===== src/design/sldf_pkg.sv =====
`default_nettype none

package sldf_pkg;

    localparam logic [7:0] SYNC_FIRST  = 8'hB5;
    localparam logic [7:0] SYNC_SECOND = 8'h62;

    typedef enum logic [3:0] {
        PH_HUNT    = 4'd0,
        PH_SYNC2   = 4'd1,
        PH_CLASS   = 4'd2,
        PH_ID      = 4'd3,
        PH_LEN_LO  = 4'd4,
        PH_LEN_HI  = 4'd5,
        PH_PAYLOAD = 4'd6,
        PH_CK_A    = 4'd7,
        PH_CK_B    = 4'd8
    } t_phase;

    typedef enum logic [1:0] {
        KIND_PAYLOAD = 2'd0,
        KIND_GOOD    = 2'd1,
        KIND_BAD     = 2'd2
    } t_kind;

    typedef struct packed {
        t_kind       kind;
        logic [7:0]  data_byte;
        logic [7:0]  msg_class;
        logic [7:0]  msg_id;
        logic [15:0] payload_len;
        logic [15:0] byte_pos;
    } t_result;

endpackage

`default_nettype wire


===== src/design/sldf_byte_if.sv =====
`default_nettype none

interface sldf_byte_if;
    logic       valid;
    logic       ready;
    logic [7:0] in_byte;

    modport source (output valid, output in_byte, input ready);
    modport sink   (input valid, input in_byte, output ready);
endinterface

`default_nettype wire


===== src/design/sldf_result_if.sv =====
`default_nettype none

interface sldf_result_if;
    logic        valid;
    logic        ready;
    logic [1:0]  result_kind;
    logic [7:0]  data_byte;
    logic [7:0]  msg_class;
    logic [7:0]  msg_id;
    logic [15:0] payload_len;
    logic [15:0] byte_pos;

    modport source (output valid, output result_kind, output data_byte, output msg_class,
                    output msg_id, output payload_len, output byte_pos, input ready);
    modport sink   (input valid, input result_kind, input data_byte, input msg_class,
                    input msg_id, input payload_len, input byte_pos, output ready);
endinterface

`default_nettype wire


===== src/design/sldf_parser.sv =====
`default_nettype none

module sldf_parser
    import sldf_pkg::*;
(
    input  wire logic       i_clk,
    input  wire logic       i_rst_n,
    input  wire logic       i_fire,
    input  wire logic [7:0] i_byte,
    output logic            o_res_vld,
    output t_result         o_res
);

    t_phase      r_phase, n_phase;
    logic [7:0]  r_sum_a, n_sum_a;
    logic [7:0]  r_sum_b, n_sum_b;
    logic [7:0]  r_class, n_class;
    logic [7:0]  r_id, n_id;
    logic [15:0] r_len, n_len;
    logic [15:0] r_count, n_count;
    logic        r_ck_a_ok, n_ck_a_ok;

    logic [7:0]  acc_a;
    logic [7:0]  acc_b;
    logic [15:0] count_inc;
    logic [15:0] len_full;

    assign acc_a     = r_sum_a + i_byte;
    assign acc_b     = r_sum_b + acc_a;
    assign count_inc = r_count + 16'd1;
    assign len_full  = {i_byte, r_len[7:0]};

    always_ff @(posedge i_clk) begin
        if (!i_rst_n) begin
            r_phase   <= PH_HUNT;
            r_sum_a   <= '0;
            r_sum_b   <= '0;
            r_class   <= '0;
            r_id      <= '0;
            r_len     <= '0;
            r_count   <= '0;
            r_ck_a_ok <= 1'b0;
        end else if (i_fire) begin
            r_phase   <= n_phase;
            r_sum_a   <= n_sum_a;
            r_sum_b   <= n_sum_b;
            r_class   <= n_class;
            r_id      <= n_id;
            r_len     <= n_len;
            r_count   <= n_count;
            r_ck_a_ok <= n_ck_a_ok;
        end
    end

    always_comb begin
        n_phase   = r_phase;
        n_sum_a   = r_sum_a;
        n_sum_b   = r_sum_b;
        n_class   = r_class;
        n_id      = r_id;
        n_len     = r_len;
        n_count   = r_count;
        n_ck_a_ok = r_ck_a_ok;
        o_res_vld = 1'b0;
        o_res.kind        = KIND_PAYLOAD;
        o_res.data_byte   = '0;
        o_res.msg_class   = r_class;
        o_res.msg_id      = r_id;
        o_res.payload_len = r_len;
        o_res.byte_pos    = '0;

        unique case (r_phase)
            PH_SYNC2: begin
                n_phase = (i_byte == SYNC_SECOND) ? PH_CLASS : PH_HUNT;
            end
            PH_CLASS: begin
                // sums restart at the class byte
                n_sum_a = i_byte;
                n_sum_b = i_byte;
                n_class = i_byte;
                n_phase = PH_ID;
            end
            PH_ID: begin
                n_sum_a = acc_a;
                n_sum_b = acc_b;
                n_id    = i_byte;
                n_phase = PH_LEN_LO;
            end
            PH_LEN_LO: begin
                n_sum_a = acc_a;
                n_sum_b = acc_b;
                n_len   = {8'd0, i_byte};
                n_phase = PH_LEN_HI;
            end
            PH_LEN_HI: begin
                n_sum_a = acc_a;
                n_sum_b = acc_b;
                n_len   = len_full;
                n_count = '0;
                n_phase = (len_full == 16'd0) ? PH_CK_A : PH_PAYLOAD;
            end
            PH_PAYLOAD: begin
                n_sum_a = acc_a;
                n_sum_b = acc_b;
                n_count = count_inc;
                if (count_inc == r_len) begin
                    n_phase = PH_CK_A;
                end
                o_res_vld       = i_fire;
                o_res.data_byte = i_byte;
                o_res.byte_pos  = r_count;
            end
            PH_CK_A: begin
                n_ck_a_ok = (i_byte == r_sum_a);
                n_phase   = PH_CK_B;
            end
            PH_CK_B: begin
                o_res_vld  = i_fire;
                o_res.kind = (r_ck_a_ok && (i_byte == r_sum_b)) ? KIND_GOOD : KIND_BAD;
                n_phase    = PH_HUNT;
            end
            default: begin
                n_phase = (i_byte == SYNC_FIRST) ? PH_SYNC2 : PH_HUNT;
            end
        endcase
    end

    a_res_needs_fire: assert property (@(posedge i_clk) disable iff (!i_rst_n)
        o_res_vld |-> i_fire)
        else $error("result without an accepted beat");

    a_trailer_phase: assert property (@(posedge i_clk) disable iff (!i_rst_n)
        (o_res_vld && o_res.kind != KIND_PAYLOAD) |-> r_phase == PH_CK_B)
        else $error("trailer outside checksum phase");

    a_count_bound: assert property (@(posedge i_clk) disable iff (!i_rst_n)
        r_phase == PH_PAYLOAD |-> r_count < r_len)
        else $error("payload count ran past length");

    a_pos_step: assert property (@(posedge i_clk) disable iff (!i_rst_n)
        (i_fire && r_phase == PH_PAYLOAD && count_inc != r_len) |=> r_phase == PH_PAYLOAD)
        else $error("payload phase left early");

endmodule

`default_nettype wire


===== src/design/sldf_outbuf.sv =====
`default_nettype none

module sldf_outbuf
    import sldf_pkg::*;
(
    input  wire logic     i_clk,
    input  wire logic     i_rst_n,
    input  wire logic     i_vld,
    input  wire t_result  i_res,
    output logic          o_ready,
    sldf_result_if.source o_out
);

    logic    r_out_vld;
    logic    r_skid_vld;
    t_result r_out;
    t_result r_skid;
    logic    take;

    assign take    = r_out_vld && o_out.ready;
    assign o_ready = !r_skid_vld;

    always_ff @(posedge i_clk) begin
        if (!i_rst_n) begin
            r_out_vld  <= 1'b0;
            r_skid_vld <= 1'b0;
        end else if (r_skid_vld) begin
            if (take) begin
                r_out_vld  <= 1'b1;
                r_skid_vld <= 1'b0;
            end
        end else if (!r_out_vld || take) begin
            r_out_vld <= i_vld;
        end else if (i_vld) begin
            r_skid_vld <= 1'b1;
        end
    end

    // payload side, no reset
    always_ff @(posedge i_clk) begin
        if (r_skid_vld) begin
            if (take) begin
                r_out <= r_skid;
            end
        end else if (!r_out_vld || take) begin
            if (i_vld) begin
                r_out <= i_res;
            end
        end else if (i_vld) begin
            r_skid <= i_res;
        end
    end

    assign o_out.valid       = r_out_vld;
    assign o_out.result_kind = r_out.kind;
    assign o_out.data_byte   = r_out.data_byte;
    assign o_out.msg_class   = r_out.msg_class;
    assign o_out.msg_id      = r_out.msg_id;
    assign o_out.payload_len = r_out.payload_len;
    assign o_out.byte_pos    = r_out.byte_pos;

    a_skid_behind_out: assert property (@(posedge i_clk) disable iff (!i_rst_n)
        r_skid_vld |-> r_out_vld)
        else $error("skid holds a beat while output stage is empty");

    a_no_push_when_full: assert property (@(posedge i_clk) disable iff (!i_rst_n)
        r_skid_vld |-> !i_vld)
        else $error("beat pushed into full buffer");

    a_held_on_stall: assert property (@(posedge i_clk) disable iff (!i_rst_n)
        (r_out_vld && !o_out.ready) |=> r_out_vld)
        else $error("stalled result dropped");

endmodule

`default_nettype wire


===== src/design/sync_length_checksum_deframer_unit.sv =====
`default_nettype none

// Sync/length/Fletcher-8 deframer. Takes one received byte per beat on i_in,
// hunts for the sync pair B5 62, then reads class, id and a little-endian
// 16-bit length. Every payload byte leaves on o_out as a beat with kind
// "payload", tagged with class, id, declared length and its position. After
// the two checksum bytes (A then B, 8-bit Fletcher over class, id, length
// and payload) one trailer beat reports the frame good or bad, and hunting
// resumes with the next byte. A second sync byte other than 62 is dropped.
// Rate: one byte per clock while i_in.ready is high. Each byte is processed
// in the cycle it is accepted; its result beat is registered in a two-deep
// output stage (result register plus skid register) that feeds o_out and
// lets input continue while a result waits; i_in.ready drops only when both
// stages are full, i.e. after two results pile up behind a stalled sink.
module sync_length_checksum_deframer_unit
    import sldf_pkg::*;
(
    input  wire logic     i_clk,
    input  wire logic     i_rst_n,
    sldf_byte_if.sink     i_in,
    sldf_result_if.source o_out
);

    logic    fire;
    logic    buf_ready;
    logic    res_vld;
    t_result res;

    assign i_in.ready = buf_ready;
    assign fire       = i_in.valid && buf_ready;

    // frame state machine and checksum
    sldf_parser u_parser (
        .i_clk     (i_clk),
        .i_rst_n   (i_rst_n),
        .i_fire    (fire),
        .i_byte    (i_in.in_byte),
        .o_res_vld (res_vld),
        .o_res     (res)
    );

    // result register with skid stage
    sldf_outbuf u_outbuf (
        .i_clk   (i_clk),
        .i_rst_n (i_rst_n),
        .i_vld   (res_vld),
        .i_res   (res),
        .o_ready (buf_ready),
        .o_out   (o_out)
    );

    // input stalls only when both output stages hold a beat
    a_stall_only_full: assert property (@(posedge i_clk) disable iff (!i_rst_n)
        !i_in.ready |-> (o_out.valid && !$past(o_out.ready)))
        else $error("input stalled with room in output stage");

    a_kind_legal: assert property (@(posedge i_clk) disable iff (!i_rst_n)
        o_out.valid |-> (o_out.result_kind == KIND_PAYLOAD ||
                         o_out.result_kind == KIND_GOOD ||
                         o_out.result_kind == KIND_BAD))
        else $error("illegal result kind");

    a_trailer_no_data: assert property (@(posedge i_clk) disable iff (!i_rst_n)
        (o_out.valid && o_out.result_kind != KIND_PAYLOAD) |->
            (o_out.data_byte == 8'd0 && o_out.byte_pos == 16'd0))
        else $error("trailer carries payload fields");

endmodule

`default_nettype wire


===== src/flat_wrapper.sv =====
// flat-port wrapper written by rule: the top's interface ports become plain ports
module sync_length_checksum_deframer_unit_flat import sldf_pkg::*;
  (i_clk, i_rst_n, i_in_valid, i_in_in_byte, i_in_ready, o_out_valid, o_out_result_kind, o_out_data_byte, o_out_msg_class, o_out_msg_id, o_out_payload_len, o_out_byte_pos, o_out_ready);
  sldf_byte_if i_in_i ();
  sldf_result_if o_out_i ();
  input  wire logic i_clk;
  input  wire logic i_rst_n;
  input wire logic [$bits(i_in_i.valid)-1:0] i_in_valid;
  input wire logic [$bits(i_in_i.in_byte)-1:0] i_in_in_byte;
  output wire logic [$bits(i_in_i.ready)-1:0] i_in_ready;
  output wire logic [$bits(o_out_i.valid)-1:0] o_out_valid;
  output wire logic [$bits(o_out_i.result_kind)-1:0] o_out_result_kind;
  output wire logic [$bits(o_out_i.data_byte)-1:0] o_out_data_byte;
  output wire logic [$bits(o_out_i.msg_class)-1:0] o_out_msg_class;
  output wire logic [$bits(o_out_i.msg_id)-1:0] o_out_msg_id;
  output wire logic [$bits(o_out_i.payload_len)-1:0] o_out_payload_len;
  output wire logic [$bits(o_out_i.byte_pos)-1:0] o_out_byte_pos;
  input wire logic [$bits(o_out_i.ready)-1:0] o_out_ready;
  assign i_in_i.valid = i_in_valid;
  assign i_in_i.in_byte = i_in_in_byte;
  assign i_in_ready = i_in_i.ready;
  assign o_out_valid = o_out_i.valid;
  assign o_out_result_kind = o_out_i.result_kind;
  assign o_out_data_byte = o_out_i.data_byte;
  assign o_out_msg_class = o_out_i.msg_class;
  assign o_out_msg_id = o_out_i.msg_id;
  assign o_out_payload_len = o_out_i.payload_len;
  assign o_out_byte_pos = o_out_i.byte_pos;
  assign o_out_i.ready = o_out_ready;
  sync_length_checksum_deframer_unit u_core (.i_clk(i_clk), .i_rst_n(i_rst_n), .i_in(i_in_i), .o_out(o_out_i));
endmodule

===== config.mk =====
export PLATFORM = sky130hd
export DESIGN_NAME = sync_length_checksum_deframer_unit_flat
export DESIGN_NICKNAME = d
export VERILOG_FILES = /design/src/design/sldf_pkg.sv /design/src/design/sldf_byte_if.sv /design/src/design/sldf_result_if.sv /design/src/design/sldf_parser.sv /design/src/design/sldf_outbuf.sv /design/src/design/sync_length_checksum_deframer_unit.sv /design/src/flat_wrapper.sv
export SDC_FILE = /design/constraint.sdc
export NUM_CORES = 1
export LEC_CHECK = 0
export ABC_AREA = 0
export ABC_CLOCK_PERIOD_IN_PS = 9020
export BUFFER_PORTS_ARGS = -buffer_cell sky130_fd_sc_hd__buf_2
export CORE_AREA = 2 2 133 135
export DETAILED_ROUTE_END_ITERATION = 8
export DIE_AREA = 0 0 135 137
export PLACE_DENSITY = 0.81
export SYNTH_ARGS = -nofsm -noshare
export SYNTH_HDL_FRONTEND = slang
export SYNTH_HIERARCHICAL = 1
export SYNTH_SLANG_ARGS = --single-unit
export TNS_END_PERCENT = 50

===== constraint.sdc =====
create_clock -name i_clk -period 9.02 [get_ports i_clk]
set_clock_uncertainty 0.2 [all_clocks]
set_input_delay 0.902 -clock i_clk [delete_from_list [all_inputs] [get_ports i_clk]]
set_output_delay 0.902 -clock i_clk [all_outputs]
set_load 0.02 [all_outputs]

Yosys cells after proc, flatten, opt, wreduce, memory -nomap -nowiden
Index checks and enable logic that the tools add are counted.
Widths: inputs -> output; s select.
Word-level totals
  register bits after elaboration: 187
  input bits: 12
  output and inout bits: 60
  word-level logic and storage cells: 94
Operators by class
  add/subtract/negate cells: 3
  equality and inequality tests: 15
  mux-type cells: 25
  bitwise operators: 3
  reduce and logical (&&, ||, !) cells: 25
Operators by type and width (count)
  $mux 58: 4
  $pmux 16 s2: 2
  $pmux 4 s8: 1
  $pmux 8 s2: 2
  $add 16x1->16 const B: 1
  $add 8x8->8: 2
  $eq 16x16->1: 1
  $eq 4x3->1 const B: 4
  $eq 8x8->1: 2
  $logic_not 16->1: 1
  $mux 16: 1
  $reduce_and 2->1: 8
  $mux 1: 10
  $reduce_bool 2->1: 5
  $reduce_and 3->1: 3
  $eq 4x2->1 const B: 2
  $eq 8x7->1 const B: 1
  $eq 8x8->1 const B: 1
  $mux 8: 1
  $mux 2: 3
  $eq 4x1->1 const B: 1
  $eq 4x4->1 const B: 1
  $mux 4: 1
  $reduce_or 4->1: 1
  7 further kinds: 12

Depth between registers and ports, before layout
Gate-level depths: netlist of the first run.
  depth in word-level cells: 7
  depth in mapped cells: 14
  depth with buffers taken out: 14

Modules after synthesis
Netlist of the first run, hierarchy kept.
Modules (own cells, without submodules)
  sldf_outbuf: times used 1, cells an instance 195, area an instance 4535.6 µm², sequential area each 3523.4 µm²
  sldf_parser: times used 1, cells an instance 545, area an instance 4372.9 µm², sequential area each 1381.3 µm²
  sync_length_checksum_deframer_unit: times used 1, cells an instance 1, area an instance 6.3 µm², sequential area each 0.0 µm²

Worst setup path before layout of the first run
Ideal clock, no wire load.
  kind: input port to flip-flop
  start: input port i_in_valid
  end: register u_core.u_outbuf.r_out, in the netlist u_core/u_outbuf/o_out.byte_pos[0], enable pin
  library setup time: 493 ps
  arrival: 4621 ps
  required time: 8327 ps
  path slack: 3706 ps
  cell stages on the path: 5
  path buffers: 1
  cells stage by stage: and2_1 clkbuf_1 nor3b_1 mux2i_1 a21oi_1
Between the ends
  longest elaborated chain between the ends: 4
Ends and longest elaborated chain
  start: declaration: line flat_wrapper.sv:8  | input wire logic [$bits(i_in_i.valid)-1:0] i_in_valid;
  $logic_and 1x1->1: line sync_length_checksum_deframer_unit.sv:30  | assign fire = i_in.valid && buf_ready;
  $mux 1: line sldf_parser.sv:72  | unique case (r_phase)
  via u_core.res_vld: line sync_length_checksum_deframer_unit.sv:26  | logic res_vld;
  $reduce_bool 2->1 (no source line)
  $reduce_and 3->1 (no source line)
  end signal: assignment: line sldf_outbuf.sv:43  | r_out <= r_skid;
  end signal: assignment: line sldf_outbuf.sv:47  | r_out <= i_res;
  end: declaration: line sldf_outbuf.sv:16  | t_result r_out;
The timed path passes the listed nets, and every way through them passes these cells.
A chain may end at the register's enable or synchronous reset.

Worst setup path after layout of the first run
  start: input port i_in_in_byte[0]
  end: register u_core.u_parser.r_sum_b[7]
Between the ends
  longest elaborated chain between the ends: 3
Ends and longest elaborated chain
  start: declaration: line flat_wrapper.sv:9  | input wire logic [$bits(i_in_i.in_byte)-1:0] i_in_in_byte;
  $add 8x8->8: line sldf_parser.sv:28  | assign acc_a = r_sum_a + i_byte;
  $add 8x8->8: line sldf_parser.sv:29  | assign acc_b = r_sum_b + acc_a;
  $pmux 8 s2: line sldf_parser.sv:72
  end signal: assignment: line sldf_parser.sv:46  | r_sum_b <= n_sum_b;
  end: declaration: line sldf_parser.sv:16  | logic [7:0] r_sum_b, n_sum_b;
No other way between the ends.

==> results of run 1 <==
## how the worst min path moves through the flow
stage,cells after the start,startpoint,end
2_1_floorplan,0,u_core/u_parser/r_id[0]$_SDFFE_PN0P_,u_core/u_outbuf/r_skid[32]$_DFFE_PP_
3_3_place_gp,0,u_core/u_parser/r_id[3]$_SDFFE_PN0P_,u_core/u_outbuf/r_skid[35]$_DFFE_PP_
3_5_place_dp,0,u_core/u_parser/r_class[2]$_SDFFE_PN0P_,u_core/u_outbuf/r_skid[42]$_DFFE_PP_
4_1_cts,0,u_core/u_parser/r_class[2]$_SDFFE_PN0P_,u_core/u_outbuf/r_skid[42]$_DFFE_PP_
5_1_grt,0,u_core/u_parser/r_class[2]$_SDFFE_PN0P_,u_core/u_outbuf/r_skid[42]$_DFFE_PP_
6_report,0,u_core/u_parser/r_id[6]$_SDFFE_PN0P_,u_core/u_outbuf/r_skid[38]$_DFFE_PP_
## flip-flops by register name, summed over array words and instances (netlist names), 2 cells and up
signal and cells:
u_core/u_parser/r_len 16, u_core/u_outbuf/o_out.msg_id 8, u_core/u_parser/r_phase 4, u_core/u_parser/r_count 16, u_core/u_parser/r_sum_a 8, u_core/u_outbuf/o_out.byte_pos 16, u_core/u_parser/r_class 8, u_core/u_outbuf/o_out.result_kind 2
u_core/u_outbuf/o_out.data_byte 8, u_core/u_outbuf/o_out.payload_len 16, u_core/u_outbuf/o_out.msg_class 8, u_core/u_parser/r_sum_b 8, u_core/u_outbuf/r_skid 58, u_core/u_parser/r_id 8
## critical path, delay by kind of cell
| family | cells | cell delay, ns |
|---|---|---|
| xor gates and xnor gates | 3 | 0.50 |
| buffers and inverters | 1 | 0.19 |
| and+or+nand+nor | 1 | 0.12 |
| adders and majority gates | 3 | 0.99 |
| AOI/OAI and AO/OA | 5 | 0.95 |
## area by class of cell
| cell class | instances | area (µm²) | share of cell area |
|---|---|---|---|
| sequential | 187 | 4908 | 0.4941 |
| timing repair buffer | 79 | 415.4 | 0.04182 |
| inverter | 10 | 37.54 | 0.003779 |
| multi-input combinational | 497 | 3762 | 0.3788 |
| clock inverter | 12 | 91.34 | 0.009195 |
| tap | 225 | 281.5 | 0.02834 |
| clock buffer | 20 | 436.7 | 0.04396 |
## power by group through the flow
stage	sequential, mW	combinational (mW)	clock [mW]
3_3_place_gp	0.915	0.0340	0
5_1_grt	0.896	0.0377	0.724
6_report	0.896	0.0349	0.674
3_5_place_dp	0.915	0.0344	0
4_1_cts	0.896	0.0346	0.687
2_1_floorplan	0.916	0.0237	0
## cells by family after synthesis
logic type      Yosys count  synth area share
compound gates          137           0.09740
xor+xnor                 42           0.04126
fa+ha+maj                18           0.02695
buf+inv                  57           0.03088
flops                   187            0.5502
mux                      77            0.1183
simple gates            223            0.1350
## metrics by stage
step	utilization	hold slack, ns	cell area, µm²
final	0.5824	0.2633	9933
after global routing	0.5824	0.2809	9933
after CTS	0.5824	0.2686	9933
after detailed placement	0.5514	0.2524	9405
after global placement	0.5514	0.2458	9405
after floorplan	-	0.2296	8915
## layout by cell type, fill, tap and decap left out, drive strengths merged, types with 3 or more instances in the layout
cell type	count
dfxtp	71
mux2	59
ha	16
o21ai	41
clkinv	3
a31oi	4
and2	30
xnor2	31
nand4	8
edfxtp	116
clkinvlp	6
a22oi	3
inv	13
nor2b	30
and3	4
mux2i	18
nor4	9
nand2b	6
o31ai	3
nor3	15
o211a	4
xor2	11
o211ai	3
nor2	26
nand3	25
a21boi	19
nand2	52
buf	79
clkbuf	20
nor3b	3
or3	4
a21oi	38
## per-layer routing
layer	share of wire	track usage	wire [µm]	vias up
met2	0.48	0.3133	8362	184
met3	0.053	0.04259	930	29
met1	0.45	0.2689	7948	2790
met4	0.020	0.07523	352	0
li1	-	-	-	2804
met5	0	0	0	-
==> impl_metrics.tcl, run 1 <==
set metrics [dict create \
    worst_pin_slew_ns 1.086 \
    cts_root_buf "clkbuf_16" \
    die_w_um 135 \
    hold_path_class "reg2reg" \
    vias 5807 \
    antenna_found_initial 0 \
    final_max_slew_viol_count 0 \
    die_h_um 137 \
    crit_chain "buf_2, ha_1, fa_1, a21o_1, a21oi_1, xnor2_1, ha_1, nand3_1, o211ai_1, o41ai_1, xnor2_1, xnor2_1, a21oi_1" \
    crit_top_cell "xnor2_1" \
    core-area_um2 17060 \
    tritoncts "done" \
    yosysSeqAreaShare 0.5502 \
    startpoint "i_in_in_byte[0]" \
    nets 822 \
    yosys.cell_count.top_type "edfxtp_1" \
    ys_top_cells_by_area "edfxtp_1, dfxtp_1, mux2_4, xnor2_1, ha_1" \
    cts_resized 0 \
    wl_per_cell_um 17.08 \
    antenna_cells 0 \
    ys_ff_latch 187 \
    endpoint_kind "flop" \
    swShare 0.2134 \
    async_flop_share 0 \
    slew_headroom 0.2761 \
    hold_viol 0 \
    dieArea_um2 18500 \
    arrival_ns 3.67 \
    fin_tns_setup_ns 0 \
    cts_buffer_depth 2 \
    area_delta_synth_final_pct 11.42 \
    synth_commonest_cells "edfxtp_1, dfxtp_1, mux2_4, nand2_1, o21ai_0" \
    dp_hpwl_um 11500 \
    synthFlopType "edfxtp_1" \
    power_switching_mw 0.3426 \
    place.gp.congestion 0.9097 \
    finalSetupViolations 0 \
    syn-num-nets 771 \
    power_leakage_nw 3.828 \
    antenna_left 0 \
    yosys.area.top_type_share 0.3907 \
    ioPinCount 72 \
    start_util 0.5227 \
    status "finished, final reports clean" \
    drt_wl_total_um 17590 \
    crit_required_ns 9.13 \
    reg2reg_depth 6 \
    critPathCapture "u_core/u_parser/r_sum_b[7]$_SDFFE_PN0P_" \
    period_needed_ns 3.561 \
    drtPass1Iterations 5 \
    drt_iter0_markers 463 \
    syn_avg_cell_area_um2 12.03 \
    r2r_start "u_core/u_parser/r_phase[1]$_SDFFE_PN0P_" \
    internal_power_mw 1.263 \
    clkSlewWorstSetupHoldPaths_ns 0.07 \
    cts-buffers-inserted 17 \
    drcViolationCount 0 \
    grt.overflow.total 0 \
    start_kind "input port" \
    rsz0062_at_grt "false" \
    pwr-share-clk 0.420 \
    setup.worst_path.class "in2reg" \
    synth-warning-count 6 \
    powerDensity_nw_per_um2 161.7 \
    synth_top_cell_by_area "edfxtp_1" \
    dp_slack_ns 5.073 \
    syn_area_um2 8915 \
    grt_pass1_wl_um 28510 \
    grt_pass1_vias 5635 \
    crit_fanout 10 \
    io_buffers 71 \
    p_comb_frac 0.022 \
    syn_inst 741 \
    timing.fmax_ghz 0.2808 \
    yosysUniqueCellTypes 63 \
    reg2reg_to "u_core/u_outbuf/o_out.byte_pos[12]$_DFFE_PP_" \
    period_share 0.3948 \
    num-fill-cells 1374 \
    p_total_mw 1.606 \
    grt_max_degree 76 \
    viasPerCell 5.638 \
    maxCapViolations 0 \
    finalWorstSetupSlack_ns 5.459 \
    htreeDepth 4 \
    max-vdd-ir-drop_uv 125.5 \
    dp_cells 998 \
    std_cell_rows 48 \
    cts_hold_buf 0 \
    clk_latency_ns 0.43 \
    reg2reg_slack_ns 5.79 \
    seqPwrFrac 0.558 \
    drive_gt1_frac 0.2224 \
    cpPeakStageDelay_ns 0.41 \
    crit_slowest_cell "fa_1" \
    layoutNonFillerInstCount 1030 \
    synth-edff-count 116 \
    grtUsageTotal 0.1980 \
    cts_sinks 187 \
    post-cts-setup-buffer-count 0 \
]
(Power assumes the default switching activity.)
==> inputs of run 2 (changes only) <==
--- a/config.mk
+++ b/config.mk
@@ -6,12 +6,12 @@
 export NUM_CORES = 1
 export LEC_CHECK = 0
 export ABC_AREA = 0
-export ABC_CLOCK_PERIOD_IN_PS = 9020
+export ABC_CLOCK_PERIOD_IN_PS = 3000
 export BUFFER_PORTS_ARGS = -buffer_cell sky130_fd_sc_hd__buf_2
 export CORE_AREA = 2 2 133 135
 export DETAILED_ROUTE_END_ITERATION = 8
 export DIE_AREA = 0 0 135 137
-export PLACE_DENSITY = 0.81
+export PLACE_DENSITY = 0.84
 export SYNTH_ARGS = -nofsm -noshare
 export SYNTH_HDL_FRONTEND = slang
 export SYNTH_HIERARCHICAL = 1
==> constraint.sdc (replaced) <==
create_clock -name i_clk -period 3 [get_ports i_clk]
set_clock_uncertainty 0.2 [all_clocks]
set_input_delay 0.3 -clock i_clk [delete_from_list [all_inputs] [get_ports i_clk]]
set_output_delay 0.3 -clock i_clk [all_outputs]
set_load 0.02 [all_outputs]
==> run 2 against run 1 <==
  * Hold slack lost 0.18 ns
  * Via count grew 1.7%
  * Critical path type is now reg2reg
  * Setup slack lost 5.4 ns
  * Sequential power grew to 3.0 times the previous value
  * Largest power group unchanged
==> impl_metrics.tcl, run 2 (synthesized netlist as in run 1, its figures left out) <==
set metrics [dict create \
    grtUsageTotal 0.2020 \
    grt_pass1_vias 5568 \
    final_cell_mix "edfxtp_1, buf_2, dfxtp_1" \
    place.gp.congestion 0.8894 \
    rsz0062_at_grt "true" \
    viasPerCell 5.609 \
    endpoint_kind "flop" \
    std_cell_rows 48 \
    cpPeakStageDelay_ns 0.35 \
    clk_latency_ns 0.43 \
    slew_headroom 0.2748 \
    largest_register_ffs 58 \
    cp_top_family "compound AO/OA/AOI/OAI gates" \
    cts-buffers-inserted 17 \
    ioPinCount 72 \
    die_h_um 137 \
    nets 845 \
    drt_wl_total_um 18090 \
    grt_max_degree 62 \
    drt_iter0_markers 473 \
    antenna_cells 0 \
    grt.met1_usage 0.2549 \
    vias 5906 \
    crit_fanout 4 \
    status "finished, final reports clean" \
    crit_top_cell "xnor2_1" \
    period_share 0.9777 \
    grt.overflow.total 0 \
    setup.worst_path.class "reg2reg" \
    start_util 0.5227 \
    io_buffers 71 \
    timing.fmax_ghz 0.3409 \
    cp.buffers_inverters 0 \
    dp_slack_ns -0.2389 \
    grt_pass1_wl_um 28760 \
    holdWs_ns 0.08539 \
    maxCapViolations 0 \
    start_kind "flop" \
    die_w_um 135 \
    area_delta_synth_final_pct 14.30 \
    reg2reg_slack_ns 0.07 \
    htreeDepth 4 \
    num-fill-cells 1376 \
    finalWorstSetupSlack_ns 0.06696 \
    cts_buffer_depth 2 \
    hold_viol 0 \
    finalSetupViolations 0 \
    cts_sinks 187 \
    tritoncts "done" \
    use_met2 0.3401 \
    crit_chain "ha_2, fa_2, a21o_1, a21oi_2, xnor2_2, ha_1, nand3_1, o211ai_1, o41ai_2, xnor2_1, xnor2_1, a21oi_1" \
    layoutNonFillerInstCount 1053 \
    clkSlewWorstSetupHoldPaths_ns 0.07 \
    arrival_ns 3.05 \
    crit_slowest_cell "ha_1" \
    hold_path_class "in2reg" \
    powerDensity_nw_per_um2 478.0 \
    dp_hpwl_um 11960 \
    dp_cells 1019 \
    grt_busiest_layer "met2" \
    max-vdd-ir-drop_uv 402.2 \
    dieArea_um2 18500 \
    layout.cells.most_common "edfxtp_1" \
    met3_usage 0.04037 \
    period_needed_ns 2.933 \
    drive_gt1_frac 0.2560 \
    cts_root_buf "clkbuf_16" \
    crit_required_ns 3.11 \
    drcViolationCount 0 \
    antenna_left 0 \
    power_leakage_nw 3.979 \
    worst_pin_slew_ns 1.088 \
    regMostFlops "u_core/u_outbuf/r_skid" \
    drtPass1Iterations 6 \
    wl_per_cell_um 17.18 \
    core-area_um2 17060 \
    antenna_found_initial 0 \
    final_max_slew_viol_count 0 \
]
run 2: cell count changes in the layout (fill, tap and decap cells not counted), moves of 2 or more:
cell	previous run	this run
a21oi_2	0	2
a21oi_1	37	35
clkinvlp_4	6	4
buf_4	8	28
clkinv_2	1	3
buf_12	0	2
run 2: repair_timing:
action / in CTS / in global routing
setup endpoints to repair: 1 / 3
setup buffers: 0 / 1
pin swaps: 0 / 6
endpoints found under the hold margin: 1 / 0
gates cloned: 0 / 0
hold buffers: 1 / 0
resized for setup: 2 / 4
run 2: routing by layer:
layer | vias up | part of all wire | wire length [µm]
li1 | 2845 | - | -
met4 | 0 | 0.022 | 407
met3 | 39 | 0.047 | 859
met2 | 178 | 0.49 | 8827
met5 | - | 0 | 0
met1 | 2844 | 0.44 | 7996
run 2: worst register-to-register path, delay by kind of cell (launching register included):
kind | cells | cell delay [ns]
compound gates | 5 | 0.92
simple gates | 1 | 0.10
fa+ha+maj | 3 | 0.88
flops | 1 | 0.31
xor+xnor | 3 | 0.40
run 2: metrics by stage:
stage / cell area [µm²] / util / TNS (ns) / total power [mW]
3_3_place_gp: 9605 / 0.5632 / -0.2041 / 2.869
6_report: 10190 / 0.5974 / 0 / 4.870
5_1_grt: 10190 / 0.5974 / -0.07643 / 5.021
3_5_place_dp: 9605 / 0.5632 / -0.3293 / 2.870
2_1_floorplan: 8949 / - / 0 / 2.826
4_1_cts: 10170 / 0.5960 / 0 / 4.906
run 2: final timing paths:
check                                          start                                       to  depth (start not counted)
max          u_core/u_parser/r_sum_a[0]$_SDFFE_PN0P_  u_core/u_parser/r_sum_b[7]$_SDFFE_PN0P_                         12
min                                  i_in_in_byte[7]    u_core/u_parser/r_len[7]$_SDFFE_PN0P_                          3
max reg2reg  u_core/u_parser/r_sum_a[0]$_SDFFE_PN0P_  u_core/u_parser/r_sum_b[7]$_SDFFE_PN0P_                         12
min reg2reg     u_core/u_parser/r_id[5]$_SDFFE_PN0P_     u_core/u_outbuf/r_skid[37]$_DFFE_PP_                          0
run 2: final cells by class:
cell class / instances / area [µm²] / area share
clock buffers: 20 / 446.7 / 0.04384
clock inverters: 12 / 92.59 / 0.009086
inverters: 10 / 41.29 / 0.004052
multi-input cells: 497 / 3804 / 0.3733
flip-flops and latches: 187 / 4908 / 0.4817
well taps: 225 / 281.5 / 0.02763
repair buffers: 102 / 615.6 / 0.06041
run 2: report_power, final:
part | internal, mW | switching [mW] | total, mW | leakage [nW]
Combinational | 0.0504 | 0.0714 | 0.122 | 1.97
Clock | 1.09 | 0.961 | 2.05 | 0.259
Sequential | 2.70 | 0.000150 | 2.70 | 1.75
==> inputs of run 3 (changes only) <==
--- a/config.mk
+++ b/config.mk
@@ -8,10 +8,11 @@
 export ABC_AREA = 0
 export ABC_CLOCK_PERIOD_IN_PS = 3000
 export BUFFER_PORTS_ARGS = -buffer_cell sky130_fd_sc_hd__buf_2
-export CORE_AREA = 2 2 133 135
+export CORE_AREA = 2 2 132 134
+export CTS_BUF_LIST = sky130_fd_sc_hd__clkbuf_16
 export DETAILED_ROUTE_END_ITERATION = 8
-export DIE_AREA = 0 0 135 137
-export PLACE_DENSITY = 0.84
+export DIE_AREA = 0 0 134 136
+export PLACE_DENSITY = 0.85
 export SYNTH_ARGS = -nofsm -noshare
 export SYNTH_HDL_FRONTEND = slang
 export SYNTH_HIERARCHICAL = 1
==> run 3 against run 2 <==
  * Register-to-register slack improved by 0.04 ns
  * Sequential share of layout area is essentially flat
  * Power up 4.5%
  * Global-route usage is 0.30 points higher
  * Clock power grew 11%
  * Hold slack improved by 0.0055 ns
  * Cell area barely moved
  * Core utilization grew 0.70 points
  * Highest routed layer unchanged
==> impl_metrics.tcl, run 3 (synthesized netlist as in run 1, its figures left out) <==
set metrics [dict create \
    status "finished, final reports clean" \
    place.gp.congestion 0.9127 \
    setup.worst_path.class "reg2reg" \
    drtPass1Iterations 5 \
    dp_hpwl_um 11960 \
    largest_register_ffs 58 \
    cts-buffers-inserted 17 \
    hold_viol 0 \
    dp_slack_ns -0.2304 \
    start_kind "flop" \
    post-cts-setup-buffer-count 0 \
    finalSetupViolations 0 \
    power_leakage_nw 3.981 \
    reg2reg_depth 12 \
    max-vdd-ir-drop_uv 371.0 \
    viasPerCell 5.684 \
    antenna_found_initial 0 \
    period_share 0.9648 \
    cts_buffer_depth 2 \
    cts_root_buf "clkbuf_16" \
    timing.fmax_ghz 0.3455 \
    antenna_left 0 \
    area_delta_synth_final_pct 14.41 \
    io_buffers 71 \
    grt_max_degree 59 \
    slew_headroom 0.4561 \
    wl_per_cell_um 17.39 \
    htreeDepth 4 \
    multi_input_area_um2 3790 \
    hold_path_class "in2reg" \
    grt_pass1_vias 5661 \
    crit_required_ns 3.11 \
    die_h_um 136 \
    endpoint_kind "flop" \
    clk_latency_ns 0.43 \
    dp_cells 1015 \
    maxCapViolations 0 \
    period_needed_ns 2.894 \
    min_path_cells 3 \
    final_max_slew_viol_count 0 \
    vias 5957 \
    layout.cells.most_common "edfxtp_1" \
    cts_sinks 187 \
    grt.overflow.total 0 \
    worst_pin_slew_ns 0.8159 \
    grt_pass1_wl_um 29100 \
    std_cell_rows 48 \
    powerDensity_nw_per_um2 499.2 \
    clkSlewWorstSetupHoldPaths_ns 0.07 \
    arrival_ns 3.00 \
    ioPinCount 72 \
    layoutNonFillerInstCount 1048 \
    regArea_um2 4908 \
    finalWorstSetupSlack_ns 0.1057 \
    start_util 0.5282 \
    rsz0062_at_grt "true" \
    drt_wl_total_um 18220 \
    drcViolationCount 0 \
    nets 840 \
    crit_fanout 4 \
    antenna_cells 0 \
    die_w_um 134 \
    tritoncts "done" \
    core-area_um2 16880 \
    drive_gt1_frac 0.2503 \
    final_cell_mix "edfxtp_1, buf_2, dfxtp_1" \
    regMostFlops "u_core/u_outbuf/r_skid" \
    grtUsageTotal 0.2050 \
    drt_iter0_markers 490 \
    num-fill-cells 1290 \
    dieArea_um2 18220 \
]
==> run 3: area by class of cell <==
class	count	share of cell area
clock buffers	17	0.04171
clock inverters	15	0.01717
inverters	10	0.004048
multi-input cells	497	0.3716
flip-flops and latches	187	0.4812
well taps	225	0.02760
repair buffers	97	0.05667
==> run 3: critical path, cell delays in order (launching register included) <==
cell,delay (ns)
dfxtp_1,0.31
ha_1,0.21
fa_2,0.37
a21o_1,0.18
a21oi_2,0.17
xnor2_1,0.16
ha_1,0.30
nand3_1,0.10
o211ai_1,0.13
o41ai_2,0.25
xnor2_1,0.17
xnor2_1,0.13
a21oi_1,0.08
==> run 3: power by group <==
group / leakage (nW) / internal, mW / total (mW) / switching [mW]
Sequential: 1.75 / 2.69 / 2.69 / 0.0000968
Combinational: 1.94 / 0.0483 / 0.122 / 0.0733
Clock: 0.291 / 1.26 / 2.28 / 1.02
==> run 3: repair_timing <==
action / in CTS / in global routing
setup endpoints to repair: 1 / 2
hold endpoints to repair: 1 / 0
hold buffers: 1 / 0
pin swaps: 0 / 2
resized for setup: 2 / 1
==> run 3: path summary, 6_finish.rpt <==
kind / start / to / slack [ns]
hold reg to reg: u_core/u_parser/r_id[4]$_SDFFE_PN0P_ / u_core/u_outbuf/r_skid[36]$_DFFE_PP_ / 0.27
setup reg to reg: u_core/u_parser/r_sum_a[0]$_SDFFE_PN0P_ / u_core/u_parser/r_sum_b[7]$_SDFFE_PN0P_ / 0.11
setup / recovery: u_core/u_parser/r_sum_a[0]$_SDFFE_PN0P_ / u_core/u_parser/r_sum_b[7]$_SDFFE_PN0P_ / 0.11
hold / removal: i_in_in_byte[7] / u_core/u_parser/r_len[7]$_SDFFE_PN0P_ / 0.09
==> run 3: routing by layer <==
| layer | track usage | share of wire |
|---|---|---|
| met4 | 0.06856 | 0.016 |
| met5 | 0 | 0 |
| met1 | 0.2675 | 0.44 |
| met3 | 0.03766 | 0.048 |
| met2 | 0.3464 | 0.50 |
==> run 3: through the flow <==
| step | hold slack (ns) | setup TNS, ns | instance area, µm² | power (mW) | util |
|---|---|---|---|---|---|
| 2_1_floorplan | 0.1972 | 0 | 8949 | 2.826 | - |
| 3_3_place_gp | 0.2424 | -0.2165 | 9575 | 2.868 | 0.5674 |
| 3_5_place_dp | 0.2512 | -0.3089 | 9575 | 2.870 | 0.5674 |
| 4_1_cts | 0.06456 | 0 | 10200 | 5.128 | 0.6042 |
| 5_1_grt | 0.09263 | -0.05843 | 10200 | 5.238 | 0.6044 |
| 6_report | 0.09084 | 0 | 10200 | 5.092 | 0.6044 |
